==> config.mk <==
export PLATFORM = sky130hd
export DESIGN_NAME = pfra_ctrl
export DESIGN_NICKNAME = d
export VERILOG_FILES = /design/src/hdl/pfra_pkg.sv /design/src/hdl/pfra_ctrl.sv
export SDC_FILE = /design/constraint.sdc
export NUM_CORES = 1
export LEC_CHECK = 0
export ABC_AREA = 1
export BUFFER_PORTS_ARGS = -buffer_cell sky130_fd_sc_hd__buf_2
export CAP_MARGIN = 20
export CORE_MARGIN = 5
export CORE_UTILIZATION = 50
export CTS_BUF_LIST = sky130_fd_sc_hd__clkbuf_4 sky130_fd_sc_hd__clkbuf_8
export DETAILED_ROUTE_END_ITERATION = 10
export GPL_TIMING_DRIVEN = 1
export HOLD_SLACK_MARGIN = 0.05
export PLACE_DENSITY = 0.69
export SLEW_MARGIN = 20
export SYNTH_ARGS = -nofsm -noshare
export SYNTH_HDL_FRONTEND = slang
export SYNTH_SLANG_ARGS = --single-unit
==> constraint.sdc <==
create_clock -name clk_i -period 5.81 [get_ports clk_i]
set_clock_uncertainty 0.05 [all_clocks]
set_input_delay 0 -clock clk_i [delete_from_list [all_inputs] [get_ports clk_i]]
set_output_delay 0 -clock clk_i [all_outputs]
set_load 0.005 [all_outputs]
==> src/hdl/pfra_pkg.sv <==
// shared types and constants for the page frame run allocator
package pfra_pkg;

  localparam int unsigned NUM_FRAMES_DEF = 1024;
  localparam int unsigned LEN_W          = 11;
  localparam int unsigned FRAME_W        = 10;
  localparam int unsigned CFG_IDX_W      = 1;

  localparam logic [LEN_W-1:0] NUM_PAGES_RST = LEN_W'(1024);
  localparam logic [LEN_W-1:0] RESERVED_RST  = LEN_W'(1);

  localparam logic [CFG_IDX_W-1:0] CFG_NUM_PAGES = CFG_IDX_W'(0);
  localparam logic [CFG_IDX_W-1:0] CFG_RESERVED  = CFG_IDX_W'(1);

  typedef enum logic [2:0] {
    REQ_INIT     = 3'd0,
    REQ_KERNEL   = 3'd1,
    REQ_USER     = 3'd2,
    REQ_FREE_RUN = 3'd3,
    REQ_FREE_ONE = 3'd4
  } req_type_e;

  typedef enum logic [1:0] {
    FS_FREE   = 2'd0,
    FS_KERNEL = 2'd1,
    FS_USER   = 2'd2,
    FS_FIXED  = 2'd3
  } frame_state_e;

  typedef enum logic [2:0] {
    CS_SWEEP,
    CS_IDLE,
    CS_SEARCH,
    CS_FREE_LEN,
    CS_WRITE
  } ctrl_state_e;

  typedef struct packed {
    frame_state_e     st;
    logic [LEN_W-1:0] len;
  } map_entry_t;

  typedef struct packed {
    logic [2:0]         req_type;
    logic [LEN_W-1:0]   page_count;
    logic [FRAME_W-1:0] frame;
  } req_t;

  typedef struct packed {
    logic               status;
    logic [FRAME_W-1:0] start_frame;
    logic [LEN_W-1:0]   pages_in_use;
  } rsp_t;

endpackage

==> src/hdl/pfra_ctrl.sv <==
// request sequencer: sweeps, first-fit search, run writes and the in-use count
module pfra_ctrl import pfra_pkg::*; #(
  parameter int unsigned NUM_FRAMES = NUM_FRAMES_DEF
) (
  input  logic                                            clk_i,
  input  logic                                            rst_ni,
  input  logic                                            start_i,
  input  req_t                                            req_i,
  output logic                                            busy_o,
  output logic                                            result_valid_o,
  output rsp_t                                            result_o,
  input  logic [LEN_W-1:0]                                num_pages_i,
  input  logic [LEN_W-1:0]                                reserved_i,
  output logic                                            we_o,
  output logic [((NUM_FRAMES > 1) ? $clog2(NUM_FRAMES) : 1)-1:0] waddr_o,
  output map_entry_t                                      wdata_o,
  output logic                                            re_o,
  output logic [((NUM_FRAMES > 1) ? $clog2(NUM_FRAMES) : 1)-1:0] raddr_o,
  input  map_entry_t                                      rdata_i
);

  localparam int unsigned AW = (NUM_FRAMES > 1) ? $clog2(NUM_FRAMES) : 1;
  localparam int unsigned CW = $clog2(NUM_FRAMES + 1);
  localparam int unsigned XW = (CW > 12) ? CW : 12;
  localparam logic [XW-1:0] NF  = XW'(NUM_FRAMES);
  localparam logic [XW-1:0] CAP = (NUM_FRAMES < 2047) ? XW'(NUM_FRAMES) : XW'(2047);

  ctrl_state_e state_q, state_d;
  logic [XW-1:0] iss_q, iss_d;
  logic [XW-1:0] chk_q, chk_d;
  logic          pend_q, pend_d;
  logic [XW-1:0] run_q, run_d;
  logic [XW-1:0] len_q, len_d;
  logic [XW-1:0] base_q, base_d;
  logic [XW-1:0] wcnt_q, wcnt_d;
  logic [XW-1:0] nf_q, nf_d;
  logic [XW-1:0] rv_q, rv_d;
  frame_state_e  wst_q, wst_d;
  logic [LEN_W-1:0] used_q, used_d;
  logic          init_sweep_q, init_sweep_d;
  logic          done_q, done_d;
  rsp_t          rsp_q, rsp_d;

  logic [XW-1:0] frm_x, cnt_x, np_x, rsv_x, nf_now, rv_now;
  logic [XW-1:0] run_n, s_found, len_rd, room, walk_len, n_sel, used_x;
  logic [XW-1:0] add_res, sub_res;
  logic [XW-1:0] wr_addr;
  logic          accept, frm_ok, hit, miss, wr_last, sweep_last, issue;

  assign frm_x  = XW'(req_i.frame);
  assign cnt_x  = XW'(req_i.page_count);
  assign np_x   = XW'(num_pages_i);
  assign rsv_x  = XW'(reserved_i);
  assign nf_now = (np_x < NF) ? np_x : NF;
  assign rv_now = (rsv_x < nf_now) ? rsv_x : nf_now;
  assign frm_ok = frm_x < NF;
  assign accept = start_i && (state_q == CS_IDLE);

  // search pipeline: data for frame chk_q arrives in the cycle after its read
  assign run_n      = (rdata_i.st == FS_FREE) ? run_q + XW'(1) : '0;
  assign hit        = pend_q && (run_n == len_q);
  assign s_found    = chk_q + XW'(1) - len_q;
  assign miss       = pend_q && !hit && (chk_q == nf_q - XW'(1));
  assign issue      = iss_q < nf_q;

  // run free stops at the end of the map
  assign len_rd     = XW'(rdata_i.len);
  assign room       = NF - base_q;
  assign walk_len   = (len_rd < room) ? len_rd : room;

  assign wr_last    = wcnt_q == len_q - XW'(1);
  assign sweep_last = iss_q == NF - XW'(1);
  assign wr_addr    = base_q + wcnt_q;

  // saturating in-use count
  assign used_x  = XW'(used_q);
  assign n_sel   = (state_q == CS_IDLE) ? XW'(1) : len_q;
  assign add_res = (n_sel >= CAP - used_x) ? CAP : used_x + n_sel;
  assign sub_res = (n_sel >= used_x) ? '0 : used_x - n_sel;

  always_comb begin
    state_d = state_q;
    case (state_q)
      CS_SWEEP: begin
        if (sweep_last) state_d = CS_IDLE;
      end
      CS_IDLE: begin
        if (accept) begin
          case (req_i.req_type)
            REQ_INIT:     state_d = CS_SWEEP;
            REQ_KERNEL: begin
              if (cnt_x != '0 && nf_now != '0) state_d = CS_SEARCH;
            end
            REQ_USER: begin
              if (nf_now != '0) state_d = CS_SEARCH;
            end
            REQ_FREE_RUN: begin
              if (frm_ok) state_d = CS_FREE_LEN;
            end
            default:      state_d = CS_IDLE;
          endcase
        end
      end
      CS_SEARCH: begin
        if (hit) begin
          state_d = (s_found != '0) ? CS_WRITE : CS_IDLE;
        end else if (miss) begin
          state_d = CS_IDLE;
        end
      end
      CS_FREE_LEN: begin
        state_d = (walk_len != '0) ? CS_WRITE : CS_IDLE;
      end
      CS_WRITE: begin
        if (wr_last) state_d = CS_IDLE;
      end
      default: state_d = CS_IDLE;
    endcase
  end

  always_comb begin
    iss_d        = iss_q;
    chk_d        = chk_q;
    pend_d       = pend_q;
    run_d        = run_q;
    len_d        = len_q;
    base_d       = base_q;
    wcnt_d       = wcnt_q;
    nf_d         = nf_q;
    rv_d         = rv_q;
    wst_d        = wst_q;
    used_d       = used_q;
    init_sweep_d = init_sweep_q;
    done_d       = 1'b0;
    rsp_d        = rsp_q;
    we_o         = 1'b0;
    waddr_o      = iss_q[AW-1:0];
    wdata_o.st   = FS_FREE;
    wdata_o.len  = '0;
    re_o         = 1'b0;
    raddr_o      = iss_q[AW-1:0];

    case (state_q)
      CS_SWEEP: begin
        we_o    = 1'b1;
        waddr_o = iss_q[AW-1:0];
        if (iss_q < rv_q) begin
          wdata_o.st  = FS_FIXED;
          wdata_o.len = LEN_W'(1);
        end
        iss_d = iss_q + XW'(1);
        if (sweep_last) begin
          iss_d        = '0;
          init_sweep_d = 1'b0;
          if (init_sweep_q) begin
            done_d            = 1'b1;
            rsp_d.status      = 1'b0;
            rsp_d.start_frame = '0;
          end
        end
      end
      CS_IDLE: begin
        if (accept) begin
          case (req_i.req_type)
            REQ_INIT: begin
              rv_d         = rv_now;
              iss_d        = '0;
              init_sweep_d = 1'b1;
              used_d       = '0;
            end
            REQ_KERNEL, REQ_USER: begin
              len_d  = (req_i.req_type == REQ_KERNEL) ? cnt_x : XW'(1);
              wst_d  = (req_i.req_type == REQ_KERNEL) ? FS_KERNEL : FS_USER;
              nf_d   = nf_now;
              iss_d  = '0;
              chk_d  = '0;
              pend_d = 1'b0;
              run_d  = '0;
              if (nf_now == '0 || (req_i.req_type == REQ_KERNEL && cnt_x == '0)) begin
                done_d            = 1'b1;
                rsp_d.status      = 1'b1;
                rsp_d.start_frame = '0;
              end
            end
            REQ_FREE_RUN: begin
              base_d = frm_x;
              wst_d  = FS_FREE;
              if (frm_ok) begin
                re_o    = 1'b1;
                raddr_o = frm_x[AW-1:0];
              end else begin
                done_d            = 1'b1;
                rsp_d.status      = 1'b0;
                rsp_d.start_frame = '0;
              end
            end
            REQ_FREE_ONE: begin
              if (frm_ok) begin
                we_o    = 1'b1;
                waddr_o = frm_x[AW-1:0];
                used_d  = sub_res[LEN_W-1:0];
              end
              done_d            = 1'b1;
              rsp_d.status      = 1'b0;
              rsp_d.start_frame = '0;
            end
            default: begin
              done_d            = 1'b1;
              rsp_d.status      = 1'b0;
              rsp_d.start_frame = '0;
            end
          endcase
        end
      end
      CS_SEARCH: begin
        re_o    = issue;
        raddr_o = iss_q[AW-1:0];
        if (issue) iss_d = iss_q + XW'(1);
        pend_d  = issue;
        if (pend_q) begin
          run_d = run_n;
          chk_d = chk_q + XW'(1);
        end
        if (hit) begin
          base_d = s_found;
          wcnt_d = '0;
          // a run that would start at frame zero is refused
          if (s_found == '0) begin
            done_d            = 1'b1;
            rsp_d.status      = 1'b1;
            rsp_d.start_frame = '0;
          end
        end else if (miss) begin
          done_d            = 1'b1;
          rsp_d.status      = 1'b1;
          rsp_d.start_frame = '0;
        end
      end
      CS_FREE_LEN: begin
        len_d  = walk_len;
        wcnt_d = '0;
        if (walk_len == '0) begin
          done_d            = 1'b1;
          rsp_d.status      = 1'b0;
          rsp_d.start_frame = '0;
        end
      end
      CS_WRITE: begin
        we_o       = 1'b1;
        waddr_o    = wr_addr[AW-1:0];
        wdata_o.st = wst_q;
        // length lives at the first frame; free frames always hold zero
        if (wcnt_q == '0 && wst_q != FS_FREE) wdata_o.len = len_q[LEN_W-1:0];
        wcnt_d = wcnt_q + XW'(1);
        if (wr_last) begin
          done_d       = 1'b1;
          rsp_d.status = 1'b0;
          if (wst_q == FS_FREE) begin
            used_d            = sub_res[LEN_W-1:0];
            rsp_d.start_frame = '0;
          end else begin
            used_d            = add_res[LEN_W-1:0];
            rsp_d.start_frame = base_q[FRAME_W-1:0];
          end
        end
      end
      default: begin
        done_d = 1'b0;
      end
    endcase

    if (done_d) rsp_d.pages_in_use = used_d;
  end

  always_ff @(posedge clk_i or negedge rst_ni) begin
    if (!rst_ni) begin
      state_q      <= CS_SWEEP;
      iss_q        <= '0;
      chk_q        <= '0;
      pend_q       <= 1'b0;
      run_q        <= '0;
      wcnt_q       <= '0;
      nf_q         <= '0;
      rv_q         <= '0;
      used_q       <= '0;
      init_sweep_q <= 1'b0;
      done_q       <= 1'b0;
    end else begin
      state_q      <= state_d;
      iss_q        <= iss_d;
      chk_q        <= chk_d;
      pend_q       <= pend_d;
      run_q        <= run_d;
      wcnt_q       <= wcnt_d;
      nf_q         <= nf_d;
      rv_q         <= rv_d;
      used_q       <= used_d;
      init_sweep_q <= init_sweep_d;
      done_q       <= done_d;
    end
  end

  always_ff @(posedge clk_i) begin
    len_q  <= len_d;
    base_q <= base_d;
    wst_q  <= wst_d;
    rsp_q  <= rsp_d;
  end

  assign busy_o         = state_q != CS_IDLE;
  assign result_valid_o = done_q;
  assign result_o       = rsp_q;

endmodule
==> summary.md, run 1 <==
| Metric | Value |
|---|---|
| Outcome | `complete, no violations` |
| CTS max path bufs | `2` |
| Setup WS post-layout | `0.954 ns` |
| Final setup viols | `0` |
| Reg2reg end | `rv_q[1]` |
| Initial antenna violation count | `0` |
| Syn_nets | `1901` |
| Crit path DAT | `5.22 ns` |
| #FFs+latches synth | `135` |
| Later-pin clock latency in the skew report | `0.47 ns` |
| TritonCTS Buffers | `17` |
| Final wirelength | `40400 um` |
| Clk sinks | `135` |
| Mean Syn Cell Area | `7.14 um2` |
| Unrepaired setup endpoints after global routing | `false` |
| Layout cell share with drive strength beyond 1 | `11.7%` |
| Hold Crit Start | `rdata_i[8]` |
| Die area | `27800 um2` |
| RePlAce Congestion | `0.988` |
| Register area share after synthesis | `29.5%` |
| Synth Warn # | `0` |
| Simple-Gate Fraction of Synth Area | `29.2%` |
| DP HPWL | `30900 um` |
| R2R cell count | `14` |
| Worst Path Required | `6.17 ns` |
| Fin Setup TNS | `0 ns` |
| CTS tree | `yes` |
| Die W | `167 um` |
| Initial drt markers | `1308` |
| Adder-cell share of the synthesized area | `12.3%` |
| Worst Max-Slew Pin Slew | `1.07 ns` |
| Vias/cell | `5.65` |
| Initial Util | `50.7%` |
| I/O pins | `121` |
| Max cap viols | `0` |
| Unique masters post-synth | `59` |
| Post-CTS Setup Inserts | `0` |
| Wirelength per Cell | `17.9 um` |
| CP Launch Type | `flop` |
| Critical Path Fanout Max | `23` |
| Top-count cell post-synth | `nand2_1` |
| Number of synthesized flops with an enable pin | `48` |
| Synthesis-to-finish area growth | `18.4%` |
| I/O Buffers | `120` |
| Total track usage | `28.7%` |
| Hold-fix buffers, CTS | `94` |
| Mux contribution to synthesized area | `0%` |
| Vias post-DR | `12765` |
| Ys flop type | `dfrtp_1` |
| DRC viols | `0` |
| Synth top cells by count | `373 x nand2_1, 225 x inv_1, 148 x nor2_1` |
| Main combinational cell family by area after synthesis | `simple AND/OR/NAND/NOR gates` |
| Pwr per Cell Area | `437 nW/um2` |
| Fillcell total | `2294` |
| Vias in the first global route | `12188` |
| Clock slew seen by the registers of the worst setup and hold paths | `0.09 ns` |
| Hold depth | `6` |
| Top cell type's share of synthesized area | `17.7%` |
| Fin nets | `2102` |
| Tcrit/Tclk final | `83.6%` |
| Site Rows | `57` |
| Post-synthesis compound-gate area fraction | `14.5%` |
| Hold Crit Endpoint | `state_q[0]` |
| Largest net degree at the start of global routing | `49` |
| Antenna diodes | `0` |
| Rel. slew slack | `28.4%` |
| P_leak | `0.00704 uW` |
| Drt pass-1 iters | `8` |
| Largest cells by area after synthesis | `dfrtp_1 18%, edfxtp_1 12%, ha_1 12%, nand2_1 11%, inv_1 6.9%` |
| Core area | `24200 um2` |
| RR Startpoint | `state_q[0]` |
| Crit path kind | `reg -> reg` |
| Fin. max-slew vios | `0` |
| Peak supply drop | `0.241 mV` |
| Final hold viol count | `0` |
| Die H | `167 um` |
| Root buffer cell | `clkbuf_8` |
| Overflow after GRT | `0` |
| Final min period | `4.86 ns` |
| DP Worst Slack | `1.58 ns` |
| Antenna-violating nets left | `0` |
| FF-to-FF setup slack | `0.95 ns` |
| Max frequency | `206 MHz` |
| Synthesized instance count | `1721` |
| WHS | `0.0878 ns` |
| Synth async-reset ratio | `64.4%` |
| Netlist Area Pre-Place | `12300 um2` |
| Hold Crit Class | `in -> reg` |
| H-tree Lvls | `4` |
| Post-synth top area cell | `dfrtp_1` |
| Setup crit end kind | `flop` |
| Synth Area in XOR/XNOR | `5.70%` |
| Post_cts resized | `0` |
| Setup crit start | `state_q[0]` |
| Global-route wire length before repair | `64300 um` |
==> through the flow <==
step | total power [uW] | std cells | util (%) | area [um2]
after floorplan | 4180 | 1721 | - | 12300
after global placement | 5200 | 2133 | 54.3 | 13200
after detailed placement | 5270 | 2133 | 54.3 | 13200
after CTS | 6280 | 2259 | 60.0 | 14500
after global routing | 6900 | 2259 | 60.0 | 14500
final | 6350 | 2259 | 60.0 | 14500
==> cell usage in the layout, fill, tap and decap left out, types with 48 or more instances in the layout <==
cell type	count
xor2_1	65
o21ai_0	112
ha_1	114
nor2_1	148
a21oi_1	91
nand2_1	373
dfrtp_1	87
edfxtp_1	48
dlygate4sd3_1	93
inv_1	225
nand3_1	132
buf_2	119
==> flip-flops by register name, summed over array words and instances (netlist names) <==
| register | flops |
|---|---|
| wst_q | 2 |
| iss_q | 12 |
| chk_q | 12 |
| state_q | 3 |
| len_q | 12 |
| pend_q | 1 |
| rv_q | 11 |
| run_q | 12 |
| nf_q | 11 |
| wcnt_q | 12 |
| result_valid_o | 1 |
| used_q | 11 |
| result_o | 22 |
| base_q | 12 |
| init_sweep_q | 1 |
==> cells by family after synthesis <==
group / count (synthesis)
AOI/OAI and AO/OA: 313
buffers and inverters: 278
DFF: 135
xor gates and xnor gates: 80
and+or+nand+nor: 796
other: 1
adders and majority gates: 118
==> worst max-delay path: stages (launching register included) <==
cell,delay (ns)
dfrtp_1,0.40
inv_2,0.07
nor2_1,0.08
nand2_1,0.63
nor2_1,0.40
inv_1,0.19
nor2_2,0.40
inv_2,0.25
nor2_2,0.55
inv_2,0.24
a21oi_1,0.17
o21ai_0,0.10
dlygate4sd3_1,0.56
o21ai_0,0.10
dlygate4sd3_1,0.59
==> metal layers <==
layer,share of wire (%),vias up,GRT usage [%]
li1,-,6175,-
met1,43,5976,39.3
met2,46,537,46.6
met3,7.8,77,4.79
met4,2.6,0,9.18
met5,0,-,0
==> where the power goes <==
part	leakage [uW]	total (uW)	switching (uW)	internal, uW
clock	0.000220	881	444	437
sequential	0.00162	1540	291	1250
combinational	0.00520	3930	2570	1360
==> worst max-delay path by stage <==
stage | endpoint | cells after the start
after CTS | result_o[2] | 22
after global placement | result_o[9] | 21
final | rv_q[1] | 14
after global routing | result_o[1] | 22
after floorplan | result_o[0] | 20
after detailed placement | result_o[10] | 21
==> cell type report <==
type | count | area, um2 | area share [%]
clock inverter | 15 | 189 | 1.30
inverter | 236 | 887 | 6.10
multi-input combinational | 1308 | 7580 | 52.1
tap | 324 | 405 | 2.79
sequential | 135 | 3620 | 24.9
timing repair buffer | 224 | 1630 | 11.2
clock buffer | 17 | 234 | 1.61
(Power assumes the default switching activity.)
==> run 2: changes to the inputs <==
Clock period 5.81 ns to 4.9 ns, I/O delays scaled along.
==> summary.md, run 2 (synthesis results as in run 1) <==
| Metric | Value |
|---|---|
| Commonest cells after routing, fill and taps aside | `373 x nand2_1, 225 x inv_1, 148 x nor2_1` |
| Largest net degree at the start of global routing | `51` |
| Layout cell share with drive strength beyond 1 | `11.9%` |
| Fin cells | `2263` |
| Final hold viol count | `0` |
| P_leak | `0.00704 uW` |
| Overflow after GRT | `0` |
| Later-pin clock latency in the skew report | `0.48 ns` |
| Wirelength per Cell | `18.0 um` |
| Pwr per Cell Area | `516 nW/um2` |
| CTS max path bufs | `2` |
| FF-to-FF setup slack | `0.29 ns` |
| Die H | `167 um` |
| I/O Buffers | `120` |
| Setup crit end kind | `flop` |
| Worst Path Required | `5.28 ns` |
| Clock slew seen by the registers of the worst setup and hold paths | `0.10 ns` |
| Antenna-violating nets left | `0` |
| Final Core Density | `60.0%` |
| Tcrit/Tclk final | `94.1%` |
| Fin nets | `2106` |
| TritonCTS Buffers | `17` |
| Site Rows | `57` |
| Unrepaired setup endpoints after global routing | `false` |
| CP dominant cell by count | `inv_2` |
| DP Area | `13200 um2` |
| Clk sinks | `135` |
| Crit path DAT | `4.99 ns` |
| Final wirelength | `40700 um` |
| DP HPWL | `31000 um` |
| Initial Util | `50.7%` |
| Worst Path Buf+Inv | `7` |
| Max frequency | `217 MHz` |
| WHS | `0.0634 ns` |
| Final setup viols | `0` |
| Most common cell after layout, fill and taps aside | `nand2_1` |
| I/O pins | `121` |
| Antenna diodes | `0` |
| Vias post-DR | `12709` |
| DRC viols | `0` |
| Worst Max-Slew Pin Slew | `0.816 ns` |
| Final min period | `4.61 ns` |
| Peak supply drop | `0.291 mV` |
| Top Family by Delay on Critical Path | `buffers and inverters` |
| Final instance area | `14600 um2` |
| Crit-path max cell delay | `0.58 ns` |
| Placed Cells | `2136` |
| H-tree Lvls | `4` |
| Number of flip-flops in the largest register | `22` |
| Core area | `24200 um2` |
| Initial antenna violation count | `0` |
| Cells along the critical path | `inv_2, nor2_1, nand2_1, buf_4, nor2_1, inv_1, nor2_2, inv_2, nor2_4, inv_2, a21oi_1, o21ai_0, dlygate4sd3_1, o21ai_0, dlygate4sd3_1` |
| Slowest-stage cell, CP | `dlygate4sd3_1` |
| RePlAce Congestion | `1.03` |
| Die W | `167 um` |
| CP Launch Type | `flop` |
| Rel. slew slack | `45.4%` |
| Drt pass-1 iters | `8` |
| Vias/cell | `5.62` |
| Total track usage | `28.5%` |
| CTS tree | `yes` |
| Crit path kind | `reg -> reg` |
| Hold Crit Class | `in -> reg` |
| Fillcell total | `2238` |
| Fin. max-slew vios | `0` |
| Global-route wire length before repair | `63800 um` |
| Critical Path Fanout Max | `16` |
| Root buffer cell | `clkbuf_8` |
| Vias in the first global route | `12051` |
| Outcome | `complete, no violations` |
| Synthesis-to-finish area growth | `18.5%` |
| Max cap viols | `0` |
| Die area | `27800 um2` |
| Fin Setup TNS | `0 ns` |
| Initial drt markers | `1245` |
[run 2: cell count changes in the layout (fill, tap and decap cells not counted), sizes merged]
cell / delta
buf: +5
bufinv: -2
clkbuf: +2
clkinv: +1
dlygate4sd3: -1
inv: -1
[run 2: power by group]
part / internal [uW] / switching [uW]
Clock: 443 / 524
Combinational: 1640 / 3070
Sequential: 1480 / 349
[run 2: tightest hold or removal path: cells and delay by family]
family,cells,cell delay [ns]
and+or+nand+nor,5,0.35
buffers and inverters,1,0.11
AOI/OAI and AO/OA,1,0.10
[run 2: area by class of cell]
cell class | instances | area (um2) | area share [%]
multi-input cells | 1308 | 7590 | 52.1
clock inverters | 13 | 131 | 0.902
clock buffers | 19 | 262 | 1.80
inverters | 236 | 887 | 6.09
well taps | 324 | 405 | 2.78
repair buffers | 228 | 1670 | 11.5
flip-flops and latches | 135 | 3620 | 24.9
[run 2: path summary, 6_finish.rpt]
kind                              end  cells after the start       start
setup / recovery             rv_q[10]                     15  state_q[0]
hold / removal             state_q[2]                      7  rdata_i[8]
setup reg to reg             rv_q[10]                     15  state_q[0]
hold reg to reg               nf_q[4]                      2     nf_q[4]
max in group asynchronous     nf_q[2]                      4      rst_ni
min in group asynchronous   used_q[5]                      4      rst_ni
[run 2: layer usage]
metal | wire (um) | global-route usage, % | up-vias
met2 | 18800 | 46.4 | 521
li1 | - | - | 6199
met3 | 3160 | 4.79 | 84
met4 | 1170 | 9.18 | 0
met1 | 17600 | 38.8 | 5905
met5 | 0 | 0 | -
[run 2: metrics by stage]
stage               setup WS, ns  power, uW
floorplan                   1.39       4950
global placement            1.02       6220
detailed placement         0.872       6280
CTS                        0.258       7400
global route              0.0562       8130
finish                     0.288       7510
[run 2: what timing repair did]
action / in CTS / in global routing
buffers inserted: 0 / 2
hold buffers: 93 / 0
resized for setup: 0 / 1
hold endpoints to repair: 99 / 0
endpoints found under the setup margin: 0 / 18
